**config.mk**
```make
export PLATFORM = sky130hd
export DESIGN_NAME = http_chunked_body_decoder
export DESIGN_NICKNAME = d
export VERILOG_FILES = /design/src/rtl/hcbd_pkg.sv /design/src/rtl/http_chunked_body_decoder.sv
export SDC_FILE = /design/constraint.sdc
export NUM_CORES = 1
export LEC_CHECK = 0
export BUFFER_PORTS_ARGS = -buffer_cell sky130_fd_sc_hd__buf_4
export CAP_MARGIN = 25
export CORE_MARGIN = 5
export CORE_UTILIZATION = 46
export DETAILED_ROUTE_END_ITERATION = 7
export PLACE_DENSITY = 0.68
export SYNTH_ARGS = -nofsm -noshare
export SYNTH_HDL_FRONTEND = slang
export SYNTH_SLANG_ARGS = --single-unit
export TNS_END_PERCENT = 30
```
**constraint.sdc**
```tcl
create_clock -name clk -period 4.6 [get_ports clk]
set_input_delay 0.23 -clock clk [delete_from_list [all_inputs] [get_ports clk]]
set_output_delay 0.23 -clock clk [all_outputs]
set_load 0.05 [all_outputs]
```
**src/rtl/hcbd_pkg.sv**
```systemverilog
// Shared constants, result beat type and hex digit decoder for the chunked body decoder.
package hcbd_pkg;

  localparam int unsigned SIZE_BITS_DEF = 32;
  localparam int unsigned HEX_DIGIT_BITS = 4;

  localparam logic [7:0] ASCII_LF = 8'h0A;
  localparam logic [7:0] ASCII_CR = 8'h0D;
  localparam logic [7:0] ASCII_SP = 8'h20;
  localparam logic [7:0] ASCII_HT = 8'h09;

  typedef struct packed {
    logic                      valid;
    logic [HEX_DIGIT_BITS-1:0] value;
  } hex_t;

  typedef struct packed {
    logic [7:0] data_byte;
    logic       data_valid;
    logic       chunk_end;
    logic       body_done;
    logic       framing_error;
  } result_t;

  function automatic hex_t hex_decode(input logic [7:0] b);
    hex_t h;
    h.valid = 1'b1;
    h.value = '0;
    if (b >= 8'h30 && b <= 8'h39) begin
      h.value = HEX_DIGIT_BITS'(b - 8'h30);
    end else if (b >= 8'h61 && b <= 8'h66) begin
      h.value = HEX_DIGIT_BITS'(b - 8'h57);
    end else if (b >= 8'h41 && b <= 8'h46) begin
      h.value = HEX_DIGIT_BITS'(b - 8'h37);
    end else begin
      h.valid = 1'b0;
    end
    return h;
  endfunction

endpackage

```
**src/rtl/http_chunked_body_decoder.sv**
```systemverilog
// Top level: chunked HTTP body decoder, one raw byte in, one result beat out.
//
//   channel | signals                                 | dir | handshake
//   --------+-----------------------------------------+-----+--------------------
//   in      | in_byte                                 | in  | in_valid / in_ready
//   out     | out_data_byte, out_data_valid,          | out | out_valid / out_ready
//           | out_chunk_end, out_body_done,           |     |
//           | out_framing_error                       |     |
//
// One beat per cycle while in_ready is high: the parse step is a single
// combinational pass from the decoder state registers into a two-entry output
// buffer (result + skid). Accepted results go to the result register, or to skid on a stall.
// in_ready depends only on the skid register, so a held result costs at most
// one extra beat of buffering before the input stalls.
// Synchronous active-low reset returns the parser to seeking a size line.
module http_chunked_body_decoder #(
  parameter int unsigned SIZE_BITS = hcbd_pkg::SIZE_BITS_DEF
) (
  input  logic       clk,
  input  logic       rst_n,
  input  logic       in_valid,
  output logic       in_ready,
  input  logic [7:0] in_byte,
  output logic       out_valid,
  input  logic       out_ready,
  output logic [7:0] out_data_byte,
  output logic       out_data_valid,
  output logic       out_chunk_end,
  output logic       out_body_done,
  output logic       out_framing_error
);

  typedef enum logic [2:0] {
    PH_SEEK   = 3'd0,
    PH_DIGITS = 3'd1,
    PH_EXT    = 3'd2,
    PH_DATA   = 3'd3
  } phase_t;

  localparam int unsigned DB = hcbd_pkg::HEX_DIGIT_BITS;

  phase_t               phase_r, phase_nxt;
  logic [SIZE_BITS-1:0] remaining_r, remaining_nxt;
  logic                 swallow_lf_r, swallow_lf_nxt;
  logic                 error_seen_r, error_seen_nxt;

  hcbd_pkg::result_t    res_nxt;
  hcbd_pkg::result_t    out_r, skid_r;
  logic                 out_vld_r, skid_vld_r;

  hcbd_pkg::hex_t       hex;
  logic                 is_eol, is_ws, in_fire;

  assign in_ready = !skid_vld_r;
  assign in_fire  = in_valid && in_ready;

  always_comb begin
    hex            = hcbd_pkg::hex_decode(in_byte);
    is_eol         = (in_byte == hcbd_pkg::ASCII_CR) || (in_byte == hcbd_pkg::ASCII_LF);
    is_ws          = (in_byte == hcbd_pkg::ASCII_SP) || (in_byte == hcbd_pkg::ASCII_HT);
    phase_nxt      = phase_r;
    remaining_nxt  = remaining_r;
    swallow_lf_nxt = swallow_lf_r;
    error_seen_nxt = error_seen_r;
    res_nxt        = '0;
    if (!error_seen_r) begin
      unique case (phase_r)
        PH_SEEK: begin
          swallow_lf_nxt = 1'b0;
          if (!(is_eol || is_ws)) begin
            if (hex.valid) begin
              remaining_nxt = SIZE_BITS'(hex.value);
              phase_nxt     = PH_DIGITS;
            end else begin
              error_seen_nxt = 1'b1;
            end
          end
        end
        PH_DIGITS, PH_EXT: begin
          priority if (phase_r == PH_DIGITS && hex.valid) begin
            if (remaining_r[SIZE_BITS-1 -: DB] != '0) begin
              remaining_nxt = '1;
            end else begin
              remaining_nxt = {remaining_r[SIZE_BITS-DB-1:0], hex.value};
            end
          end else if (is_eol) begin
            if (remaining_r == '0) begin
              res_nxt.body_done = 1'b1;
              phase_nxt         = PH_SEEK;
              swallow_lf_nxt    = 1'b0;
            end else begin
              phase_nxt      = PH_DATA;
              swallow_lf_nxt = (in_byte == hcbd_pkg::ASCII_CR);
            end
          end else begin
            phase_nxt = PH_EXT;
          end
        end
        default: begin
          swallow_lf_nxt = 1'b0;
          if (!(swallow_lf_r && in_byte == hcbd_pkg::ASCII_LF)) begin
            res_nxt.data_byte  = in_byte;
            res_nxt.data_valid = 1'b1;
            if (remaining_r != '0) begin
              remaining_nxt = remaining_r - SIZE_BITS'(1);
            end
            if (remaining_r[SIZE_BITS-1:1] == '0) begin
              res_nxt.chunk_end = 1'b1;
              phase_nxt         = PH_SEEK;
            end
          end
        end
      endcase
    end
    res_nxt.framing_error = error_seen_nxt;
  end

  // parser state
  always_ff @(posedge clk) begin
    if (!rst_n) begin
      phase_r      <= PH_SEEK;
      remaining_r  <= '0;
      swallow_lf_r <= 1'b0;
      error_seen_r <= 1'b0;
    end else if (in_fire) begin
      phase_r      <= phase_nxt;
      remaining_r  <= remaining_nxt;
      swallow_lf_r <= swallow_lf_nxt;
      error_seen_r <= error_seen_nxt;
    end
  end

  // output buffer: result register plus skid register
  always_ff @(posedge clk) begin
    if (!rst_n) begin
      out_vld_r  <= 1'b0;
      skid_vld_r <= 1'b0;
    end else if (!out_vld_r || out_ready) begin
      if (skid_vld_r) begin
        out_vld_r  <= 1'b1;
        skid_vld_r <= 1'b0;
      end else begin
        out_vld_r <= in_fire;
      end
    end else if (in_fire) begin
      skid_vld_r <= 1'b1;
    end
  end

  always_ff @(posedge clk) begin
    if (!out_vld_r || out_ready) begin
      if (skid_vld_r) begin
        out_r <= skid_r;
      end else if (in_fire) begin
        out_r <= res_nxt;
      end
    end else if (in_fire) begin
      skid_r <= res_nxt;
    end
  end

  assign out_valid         = out_vld_r;
  assign out_data_byte     = out_r.data_byte;
  assign out_data_valid    = out_r.data_valid;
  assign out_chunk_end     = out_r.chunk_end;
  assign out_body_done     = out_r.body_done;
  assign out_framing_error = out_r.framing_error;

endmodule

```
==> flow_metrics.tcl, run 1 <==
set metrics [dict create \
    via_per_inst 6.344 \
    tightest_slew_ps 957.8 \
    cts_buffers 9 \
    cts_resized 0 \
    areaGrowthSynthToFinish_pct 10.26 \
    drt_iter0_drc 314 \
    end_kind "register" \
    grt_pass1_vias 3471 \
    required_ps 4840 \
    ys_types 60 \
    place_ws_ps 1155 \
    crit_fanout 27 \
    gr-usage-all-layers 0.2093 \
    syn_inst 452 \
    die_y_um 101.9 \
    ir_drop_mv 0.1153 \
    synth-warning-count 0 \
    synth.most_common_cell "o21ai_0" \
    fin_area_mm2 0.004288 \
    synth_area_leaders "dfxtp_1, edfxtp_1, o21ai_0, nand2_1, o31ai_1" \
    cts_tree "done" \
    place_hpwl_um 7123 \
    synth_top_area_cell "dfxtp_1" \
    wire_per_inst_um 18.30 \
    antenna_found_initial 0 \
    rsz0062_at_grt "false" \
    portBuffers 25 \
    swShare 0.2910 \
    antenna_cells 0 \
    initial_core_util 0.4733 \
    critPathLaunch "phase_r[0]" \
    critPathArrivalTime_ps 3720 \
    ios 26 \
    fin_crit_ps 3480 \
    clockPowerShare 0.360 \
    clkTransAtPathRegs_ps 70 \
    coreArea_mm2 0.008217 \
    clock_path_buffers 2 \
    grt_max_degree 50 \
    hold_class "in -> reg" \
    fin_skew_ps 9.196 \
    fin_nets 484 \
    slew_violations 0 \
    placed_cell_area_mm2 0.004115 \
    avgSynthCellArea_um2 8.603 \
    grt-ovfl-total 0 \
    combPwrFrac 0.139 \
    ant_nets 0 \
    power_density_mw_per_mm2 274.1 \
    ctsHoldBuffers 0 \
    synth-main-ff-cell "dfxtp_1" \
    grt_first_pass_wirelength_um 17260 \
    postCtsSetupBuffers 0 \
    synth-async-reset-ratio 0 \
    ys_seq_area_frac 0.3810 \
    fmax_mhz 287.3 \
    p_leak_nw 1.522 \
    synth_edf_count 24 \
    yosys.area.top_type_share 0.1956 \
    hold_violations 0 \
    globalplace.congestion 0.9038 \
    die_x_um 101.9 \
    status "finished clean" \
    first_pass_iters 6 \
    instances_no_fill 573 \
    drive_above_1_share 0.1517 \
    clockRootBuffer "clkbuf_8" \
    criticalPathCategory "reg -> reg" \
    layout_setup_ws_ps 1120 \
    min_from "in_valid" \
    die_area_mm2 0.01039 \
    h-tree-depth 3 \
    p_int_mw 0.8332 \
    vias 3635 \
    critPathLaunchType "register" \
    setup_viol 0 \
    r2r-start "phase_r[0]" \
    cap_violations 0 \
    yosys-top-cells-count "o21ai_0, nand2_1, dfxtp_1" \
    setup-tns-final_ps 0 \
    syn_nets 473 \
    p_seq_frac 0.501 \
    ys_ff_latch 62 \
    clk-insertion-delay-late_ps 350 \
    synth_area_mm2 0.003889 \
    rows 33 \
    dp.cells 556 \
    fin_hold_ws_ps 200.7 \
    clock_sinks 62 \
    drt-total-wl_um 10490 \
    relSlewSlack 0.3615 \
    period_share 0.7566 \
    route.detailed.drc 0 \
    power_switching_mw 0.3419 \
]
-- area by class of cell --
| class | instances | area [um^2] |
|---|---|---|
| Clock buffer | 11 | 141.4 |
| Clock inverter | 5 | 26.28 |
| Fill cell | 795 | 3929 |
| Inverter | 14 | 52.55 |
| Multi-Input combinational cell | 343 | 2210 |
| Sequential cell | 62 | 1481 |
| Tap cell | 105 | 131.4 |
| Timing Repair Buffer | 33 | 245.2 |
-- registers in the layout, indices dropped and copies added (netlist names) --
register           cells
out_chunk_end          1
swallow_lf_r           1
out_body_done          1
out_data_valid         1
skid_vld_r             1
out_data_byte          8
error_seen_r           1
out_valid              1
skid_r                12
remaining_r           32
phase_r                2
out_framing_error      1
-- final timing paths --
path	to	slack, ps	cells past startpoint
setup reg to reg	remaining_r[20]	1120	7
hold reg to reg	swallow_lf_r	460	2
hold / removal	out_valid	200	3
setup / recovery	remaining_r[20]	1120	7
-- metal layers --
layer / global-route usage / part of all wire / vias up / wire length (um)
li1: - / - / 1750 / -
met1: 0.2784 / 0.45 / 1722 / 4690
met2: 0.3385 / 0.47 / 148 / 4960
met3: 0.04164 / 0.064 / 15 / 673
met4: 0.07669 / 0.016 / 0 / 164
met5: 0 / 0 / - / 0
-- per-stage QoR --
stage | total power [mW] | utilization
5_1_grt | 1.220 | 0.5219
3_3_place_gp | 0.7599 | 0.4999
3_5_place_dp | 0.7623 | 0.5008
6_report | 1.175 | 0.5219
4_1_cts | 1.182 | 0.5212
2_1_floorplan | 0.7127 | -
-- logic make-up after synthesis --
group	after synthesis	share of synthesized area
compound gates	165	0.2876
mux	12	0.03378
flops	62	0.3810
simple gates	156	0.2156
buf+inv	47	0.05084
fa+ha+maj	9	0.02896
xor+xnor	1	0.002253
-- placed cells by master, fill, tap and decap left out, types with 4 or more instances in the layout --
master / n
a211oi_1: 4
a21oi_1: 20
a31o_1: 7
a31oi_1: 9
and2_1: 11
buf_4: 32
clkbuf_8: 10
dfxtp_1: 38
edfxtp_1: 24
ha_1: 9
inv_1: 14
mux2_2: 9
nand2_1: 39
nand2b_1: 7
nand3_1: 14
nor2_1: 27
nor3_1: 18
nor3b_1: 4
nor4_1: 6
o211ai_1: 6
o21a_1: 6
o21ai_0: 43
o21ai_1: 10
o22ai_1: 4
o311ai_1: 10
o31a_1: 7
o31ai_1: 18
or3_1: 7
or4_1: 4
-- power by group through the flow --
stage | Combinational, mW | Sequential (mW) | Clock (mW)
4_1_cts | 0.162 | 0.589 | 0.431
5_1_grt | 0.176 | 0.590 | 0.454
2_1_floorplan | 0.0910 | 0.622 | 0
6_report | 0.163 | 0.588 | 0.423
3_3_place_gp | 0.160 | 0.600 | 0
3_5_place_dp | 0.161 | 0.601 | 0
-- worst max-delay path, cell delays in order (launching register included) --
cell and delay, ps:
dfxtp_1 380, inv_1 60, ha_1 530, or2_2 450
o21ai_0 330, a211o_1 800, nor2_1 470, a31o_2 350
Note: power is estimated with default switching activity, not from simulation.
==> run 2: changes to the inputs <==
--- a/config.mk
+++ b/config.mk
@@ -10,7 +10,7 @@
 export CORE_MARGIN = 5
 export CORE_UTILIZATION = 46
 export DETAILED_ROUTE_END_ITERATION = 7
-export PLACE_DENSITY = 0.68
+export PLACE_DENSITY = 0.71
 export SYNTH_ARGS = -nofsm -noshare
 export SYNTH_HDL_FRONTEND = slang
 export SYNTH_SLANG_ARGS = --single-unit
==> constraint.sdc (replaced) <==
create_clock -name clk -period 2.9 [get_ports clk]
set_input_delay 0.145 -clock clk [delete_from_list [all_inputs] [get_ports clk]]
set_output_delay 0.145 -clock clk [all_outputs]
set_load 0.05 [all_outputs]
==> run 2 against run 1 <==
Compared with the run above:
- sequential share of layout area decreased by 0.75 points
- global-route usage increased by 0.54 points
- combinational power increased by 69%
- clock skew increased by 5.3 ps
- non-clock buffer count increased by 10
- via count increased by 3.5%
- largest power group unchanged
- flip-flop and latch count unchanged
- count of clock-buffer cells in the layout unchanged
- clock power increased by 75%
- highest routed layer unchanged
- core utilization increased by 1.2 points
- power increased by 66%
==> flow_metrics.tcl, run 2 (synthesized netlist as in run 1, its figures left out) <==
set metrics [dict create \
    status "finished clean" \
    antenna_cells 0 \
    ir_drop_mv 0.2238 \
    fillerInstances 770 \
    placed_cell_area_mm2 0.004190 \
    ctsHoldBuffers 0 \
    die_x_um 101.9 \
    fin_area_mm2 0.004383 \
    fmax_mhz 372.7 \
    grt_first_pass_wirelength_um 17660 \
    cap_violations 0 \
    criticalPathCategory "reg -> reg" \
    p_leak_nw 1.576 \
    coreArea_mm2 0.008217 \
    fin_crit_ps 2683 \
    cp_slowest_cell "or4_1" \
    areaGrowthSynthToFinish_pct 12.71 \
    h-tree-depth 3 \
    via_per_inst 6.456 \
    period_share 0.9253 \
    drt-total-wl_um 10820 \
    first_pass_iters 5 \
    ios 26 \
    critPathArrivalTime_ps 2940 \
    seqCellArea_mm2 0.001481 \
    route.detailed.drc 0 \
    portBuffers 25 \
    ant_nets 0 \
    clkTransAtPathRegs_ps 80 \
    gr-usage-all-layers 0.2147 \
    rsz0062_at_grt "false" \
    cts_tree "done" \
    wire_per_inst_um 18.56 \
    tightest_slew_ps 952.9 \
    crit_fanout 6 \
    slew_violations 0 \
    hold_violations 0 \
    fin_nets 494 \
    clk-insertion-delay-late_ps 350 \
    setup_viol 0 \
    hold_class "in -> reg" \
    die_y_um 101.9 \
    vias 3764 \
    grt-ovfl-total 0 \
    antenna_found_initial 0 \
    place_hpwl_um 7302 \
    final_common_cell "o21ai_0" \
    critPathLaunchType "register" \
    grt_pass1_vias 3595 \
    critPathLaunch "remaining_r[0]" \
    grt_max_degree 50 \
    top_layer_used "met4" \
    met2WireLength_um 5076 \
    drive_above_1_share 0.1695 \
    wl_met1_um 4852 \
    clockRootBuffer "clkbuf_8" \
    drt_iter0_drc 265 \
    largest_reg_flops 32 \
    end_kind "register" \
    cts_buffers 9 \
    setup-tns-final_ps 0 \
    r2r-start "remaining_r[0]" \
    required_ps 3160 \
    min_from "in_valid" \
    initial_core_util 0.4733 \
    relSlewSlack 0.3624 \
    rows 33 \
    clock_sinks 62 \
    clock_path_buffers 2 \
    layout_common_cells "o21ai_0, buf_4, nand2_1" \
    max_stage_delay_ps 560 \
    globalplace.congestion 0.8715 \
    wl_met3_um 653 \
    regMostFlops "remaining_r" \
    multi_input_area_mm2 0.002215 \
    die_area_mm2 0.01039 \
    cp_cell_sequence "inv_1 -> ha_1 -> or4b_1 -> or4_1 -> or3_1 -> o31a_1 -> o31ai_1" \
    fin_skew_ps 14.54 \
    power_density_mw_per_mm2 443.9 \
]
-- run 2: metrics by stage --
step                instances  total power [mW]  hold slack (ps)    util  setup WS, ps
floorplan                 452             1.130            320.1       -         471.3
global placement          566             1.217            452.2  0.5100         195.9
detailed placement        566             1.223            470.8  0.5100         119.1
CTS                       582             1.950            125.1  0.5322         147.0
global route              583             2.013            145.3  0.5334         30.04
finish                    583             1.945            143.0  0.5334         216.6
-- run 2: final cells by class --
type,instances,share of cell area
clock buffers,11,0.02997
well taps,105,0.02997
clock inverters,5,0.01170
multi-input cells,343,0.5053
inverters,14,0.01199
repair buffers,43,0.07308
flip-flops and latches,62,0.3380
-- run 2: final timing paths --
kind	endpoint	slack, ps	depth (start not counted)
worst max register to register	remaining_r[14]	220	7
worst min-delay path	out_valid	140	3
worst max-delay path	remaining_r[14]	220	7
worst min register to register	swallow_lf_r	480	2
-- run 2: power by group --
group	internal, mW	switching [mW]	leakage, nW	total [mW]
Clock	0.392	0.347	0.0907	0.739
Combinational	0.0830	0.192	0.949	0.275
Sequential	0.921	0.0106	0.536	0.932
-- run 2: what timing repair did --
action	4_1_cts	5_1_grt
endpoints found under the setup margin	0	1
endpoints found under the hold margin	0	0
resized for setup	0	1
setup buffers	0	0
-- run 2: worst max-delay path: cells and delay by family (launching register included) --
family / cells / cell delay, ps
flops: 1 / 330
fa+ha+maj: 1 / 230
compound gates: 2 / 420
buf+inv: 1 / 130
simple gates: 3 / 1480
-- run 2: layer usage --
layer | GRT usage | vias up
met1 | 0.2890 | 1829
li1 | - | 1766
met5 | 0 | -
met3 | 0.03345 | 23
met2 | 0.3380 | 146
met4 | 0.1029 | 0
